==> src/rtl/core/bsr_ram.sv <==
// Generic simple dual-port RAM, registered read.
`timescale 1ns / 1ps
module bsr_ram #(
  parameter int WIDTH = 8,
  parameter int DEPTH = 64,
  parameter int AW    = $clog2(DEPTH)
) (
  input  logic             clk_i,
  input  logic             we_i,
  input  logic [AW-1:0]    waddr_i,
  input  logic [WIDTH-1:0] wdata_i,
  input  logic [AW-1:0]    raddr_i,
  output logic [WIDTH-1:0] rdata_o
);

  logic [WIDTH-1:0] mem [DEPTH];

  always_ff @(posedge clk_i) begin
    if (we_i) mem[waddr_i] <= wdata_i;
  end

  always_ff @(posedge clk_i) begin
    rdata_o <= mem[raddr_i];
  end

endmodule

==> config.mk <==
export PLATFORM = sky130hd
export DESIGN_NAME = bsr_ram
export DESIGN_NICKNAME = d
export VERILOG_FILES = /design/src/rtl/core/bsr_ram.sv
export SDC_FILE = /design/constraint.sdc
export NUM_CORES = 1
export LEC_CHECK = 0
export BUFFER_PORTS_ARGS = -buffer_cell sky130_fd_sc_hd__buf_2
export CAP_MARGIN = 20
export CORE_AREA = 2 2 185 187
export DETAILED_ROUTE_END_ITERATION = 12
export DIE_AREA = 0 0 187 189
export GPL_ROUTABILITY_DRIVEN = 0
export GPL_TIMING_DRIVEN = 0
export HOLD_SLACK_MARGIN = 0.15
export PLACE_DENSITY = 0.75
export SYNTH_ARGS = -nofsm -noshare
export SYNTH_HDL_FRONTEND = slang
export SYNTH_SLANG_ARGS = --single-unit
==> constraint.sdc <==
create_clock -name clk_i -period 2.5 [get_ports clk_i]
set_clock_uncertainty 0.2 [all_clocks]
set_input_delay 0.125 -clock clk_i [delete_from_list [all_inputs] [get_ports clk_i]]
set_output_delay 0.125 -clock clk_i [all_outputs]
set_load 0.02 [all_outputs]
After elaboration in Yosys (flattened, before gate mapping) --
Memory sizes are Yosys's and may differ from the RTL's. A register that Yosys moved wholly into a read port is not among the register bits. Cells that the tools add are included. Widths: inputs -> output; s select.
Cells by class: div/mod/pow operators 0, $add $sub $neg 0, reduce and logical (&&, ||, !) cells 0, $lt $le $gt $ge 0, muxes and demuxes 2, bitwise gates (word level) 0, shift operators 0, multiply operators 0, eq/ne operators 0
Operator list (count):
- $mux 1 | 2
Word-level totals: memories kept 1, output and inout bits 8, RAM bits 512, memory bits (read-only) 0, logic and storage cells 3, latch bits 0, bits of input ports 22, register bits after elaboration 0
Memories:
- mem | words 64, bits a word 8, read ports 1, clocked after memory_dff 1, write ports 1, RTL line 16 | logic [WIDTH-1:0] mem [DEPTH];

Logic depth before layout (Yosys ltp) --
word-level depth 2, mapped depth 9

Worst setup path after synthesis --
OpenSTA, ideal clock, no wires.
path type input-to-reg, from in raddr_i[1], to reg rdata_o[3] (read register of mem), slack 0.507 ns, data required time 2.172 ns, data arrival time 1.665 ns, library setup time 0.128 ns, cell stages on the path 7, path buffers 3, path through buf_4 buf_2 buf_2 mux4_2 mux4_2 o21ai_1 o41ai_1
RTL lines:
- start, declared | RTL line 12 | input logic [AW-1:0] raddr_i,
- end, declared | RTL line 13 | output logic [WIDTH-1:0] rdata_o

Worst setup path in the final report --
from in waddr_i[1], to mem mem[15][2] (enable)
RTL lines:
- start, declared | RTL line 10 | input logic [AW-1:0] waddr_i,
- end, declared | RTL line 16
Straight into the memory's write port.

==> results.cfg <==
[pwr]
vdd_ir_drop_max_uv = 439
power.leakage_nw = 7.19
power_mw = 18.3
power.density_nw_per_um2 = 799

[timing]
finalHoldViolCount = 0
fin_crit_sh_pct = 102
worstMarginPinSlew_ns = 0.960
setup_violations = 64
fin_ws_ns = -0.0580
fmax_mhz = 391
finalCriticalPeriod_ns = 2.56
slew-limit-headroom_pct = 35.8
maxSlewViolCount = 0
rsz0062_at_grt = true

[global_routing]
grt_overflow = 0
antenna_found_initial = 2
track_usage_pct = 27.1
grt_max_degree = 65
grt_pass1_vias = 10100
grt_pass1_wl_mm = 68.0

[floorplan]
rows = 67
ioPinCount = 30
die_w_um = 187
die_y_um = 189
coreArea_um2 = 33300
start_util_pct = 60.6
fp.dieArea_um2 = 35300

[route]
wl_mm = 47.4
antenna_left = 0
drt-initial-drc-count = 1613
drc = 0
via_count = 10400
wl_per_cell_um = 30.9
drt-pass1-iter-count = 5
routed_via_density = 6.76

[setup_path]
worstSetupStartpointType = input pin
crit_fanout = 8
critPathKind = input pin to register
worstReg2RegEnd = rdata_o[3]
critPathMaxStageDelay_ns = 0.92
r2r_slack_ns = 0.11
path_cells = dlygate4sd3_1, clkbuf_1, nand4_1, nor2_1
r2r_cells = 4
crit_slowest_cell = nor2_1
path_buf_inv = 2
rr_startpoint = mem[0][3]
crit_path_end_kind = register
path_delay_family = simple AND/OR/NAND/NOR gates
crit_required_ns = 2.48
arrival_ns = 2.54

[yosys]
ys_ff_latch = 520
yosysWarningCount = 0
syn_inst = 940
syn_area_um2 = 20200
synth-async-reset-ratio_pct = 0
synth.net_count = 962
ys_seq_area_share_pct = 77.0
synth-edff-count = 512
synthFlopType = edfxtp_1
syn_area_per_cell_um2 = 21.5
synth_cell_types = 40

[run]
maxCapViolCount = 0

[layout]
nNetsFinal = 1063
final_cell_mix = edfxtp_1 (512), mux4_2 (126), nor2_1 (69)
fin_util_pct = 68.8
finish.instance_area_um2 = 22900
layout.cells.most_common = edfxtp_1
layout.cells.non_filler = 1532
area_delta_synth_final_pct = 13.6
layout.area.seq_um2 = 15500
layout-drive-gt1-share_pct = 26.5
multi_input_area_um2 = 4360
fill_cells = 1999

[clock_network]
clk_pin_slew_ns = 0.06
cts-root-buf = clkbuf_16
clock_sinks = 520
clockBufferDepth = 3
cts_buffers = 50
cts_tree = built
clock_latency_ns = 0.56
h-tree-depth = 2
cts_setup_buffers = 0

[worst_hold_path]
holdPathEnd = mem[51][2]
holdPathStages = 3
min_from = waddr_i[2]
hold_class = input pin to register

[placement]
dpl.cell_count = 1411
place_hpwl_mm = 28.9
numPortBuffers = 21
dpl_cell_area_um2 = 20800
dp_slack_ns = -0.654

[outcome]
status = complete, but fails checks
violations = setup timing
## state kept, by name (all words and copies together), names as in the netlist
| register | flops |
|---|---|
| rdata_o | 8 |
| mem | 512 |
## worst min-delay path, delay by kind of cell
kind / cells / cell delay, ns
buf+inv: 1 / 0.28
simple gates: 2 / 0.35
## cell usage after synthesis (all sizes together), types with 4 or more instances
cell type	instances	area (um2)
dfxtp	8	160
clkbuf	17	63.8
buf	34	253
mux2i	23	230
o221ai	8	70.1
a221oi	6	52.6
nor2b	14	87.6
o22ai	8	50.1
nand2	19	71.3
nor3	7	35.0
edfxtp	512	15400
nand3	13	65.1
o21ai	4	20.0
nand2b	7	43.8
nor2	83	312
mux2	13	146
a211oi	4	30.0
mux4	126	2840
## power breakdown
group / switching (mW) / leakage, nW / internal [mW]
registers: 0.0177 / 4.67 / 9.65
logic: 0.643 / 1.70 / 0.382
clock network: 3.15 / 0.812 / 4.47
## how the worst max path moves through the flow
stage / endpoint / start / cells past startpoint / slack, ns
6_report: mem[15][2] / waddr_i[1] / 4 / -0.06
4_1_cts: mem[56][0] / we_i / 5 / 0.04
5_1_grt: mem[3][0] / waddr_i[1] / 5 / -0.09
2_1_floorplan: rdata_o[3] / raddr_i[1] / 7 / 0.51
3_3_place_gp: rdata_o[4] / raddr_i[1] / 8 / -0.62
3_5_place_dp: rdata_o[4] / raddr_i[1] / 8 / -0.65
## kinds of logic after synthesis
family | count (synthesis) | share of synthesized area (%)
muxes | 162 | 15.9
DFF | 520 | 77.0
and+or+nand+nor | 153 | 3.39
buffers and inverters | 51 | 1.57
AOI/OAI and AO/OA | 54 | 2.07
## routing by layer
layer / up-vias / GRT usage, % / share of wire (%)
met5: - / 0 / 0.023
met4: 2 / 8.79 / 3.5
met3: 127 / 5.12 / 11
met2: 762 / 41.9 / 47
met1: 5344 / 40.0 / 38
li1: 4125 / - / -
## stage by stage
stage	TNS (ns)	hold slack [ns]
final	-1.64	0.182
after CTS	0	0.155
after detailed placement	-8.94	0.342
after global placement	-4.18	0.342
after global routing	-4.58	0.225
after floorplan	0	0.0239
## cell type report
type | count | share of cell area, %
clock inverters | 20 | 0.863
plain buffers | 51 | 1.42
flip-flops and latches | 520 | 67.8
diodes | 1 | 0.0109
repair buffers | 49 | 2.01
multi-input cells | 369 | 19.0
clock buffers | 74 | 6.40
well taps | 448 | 2.45
## what timing repair did
item,in CTS,in global routing
resized for setup,2,15
hold buffers,10,8
endpoints found under the hold margin,72,512
setup endpoints to repair,2,150
Power figures use the tool's default switching activity.
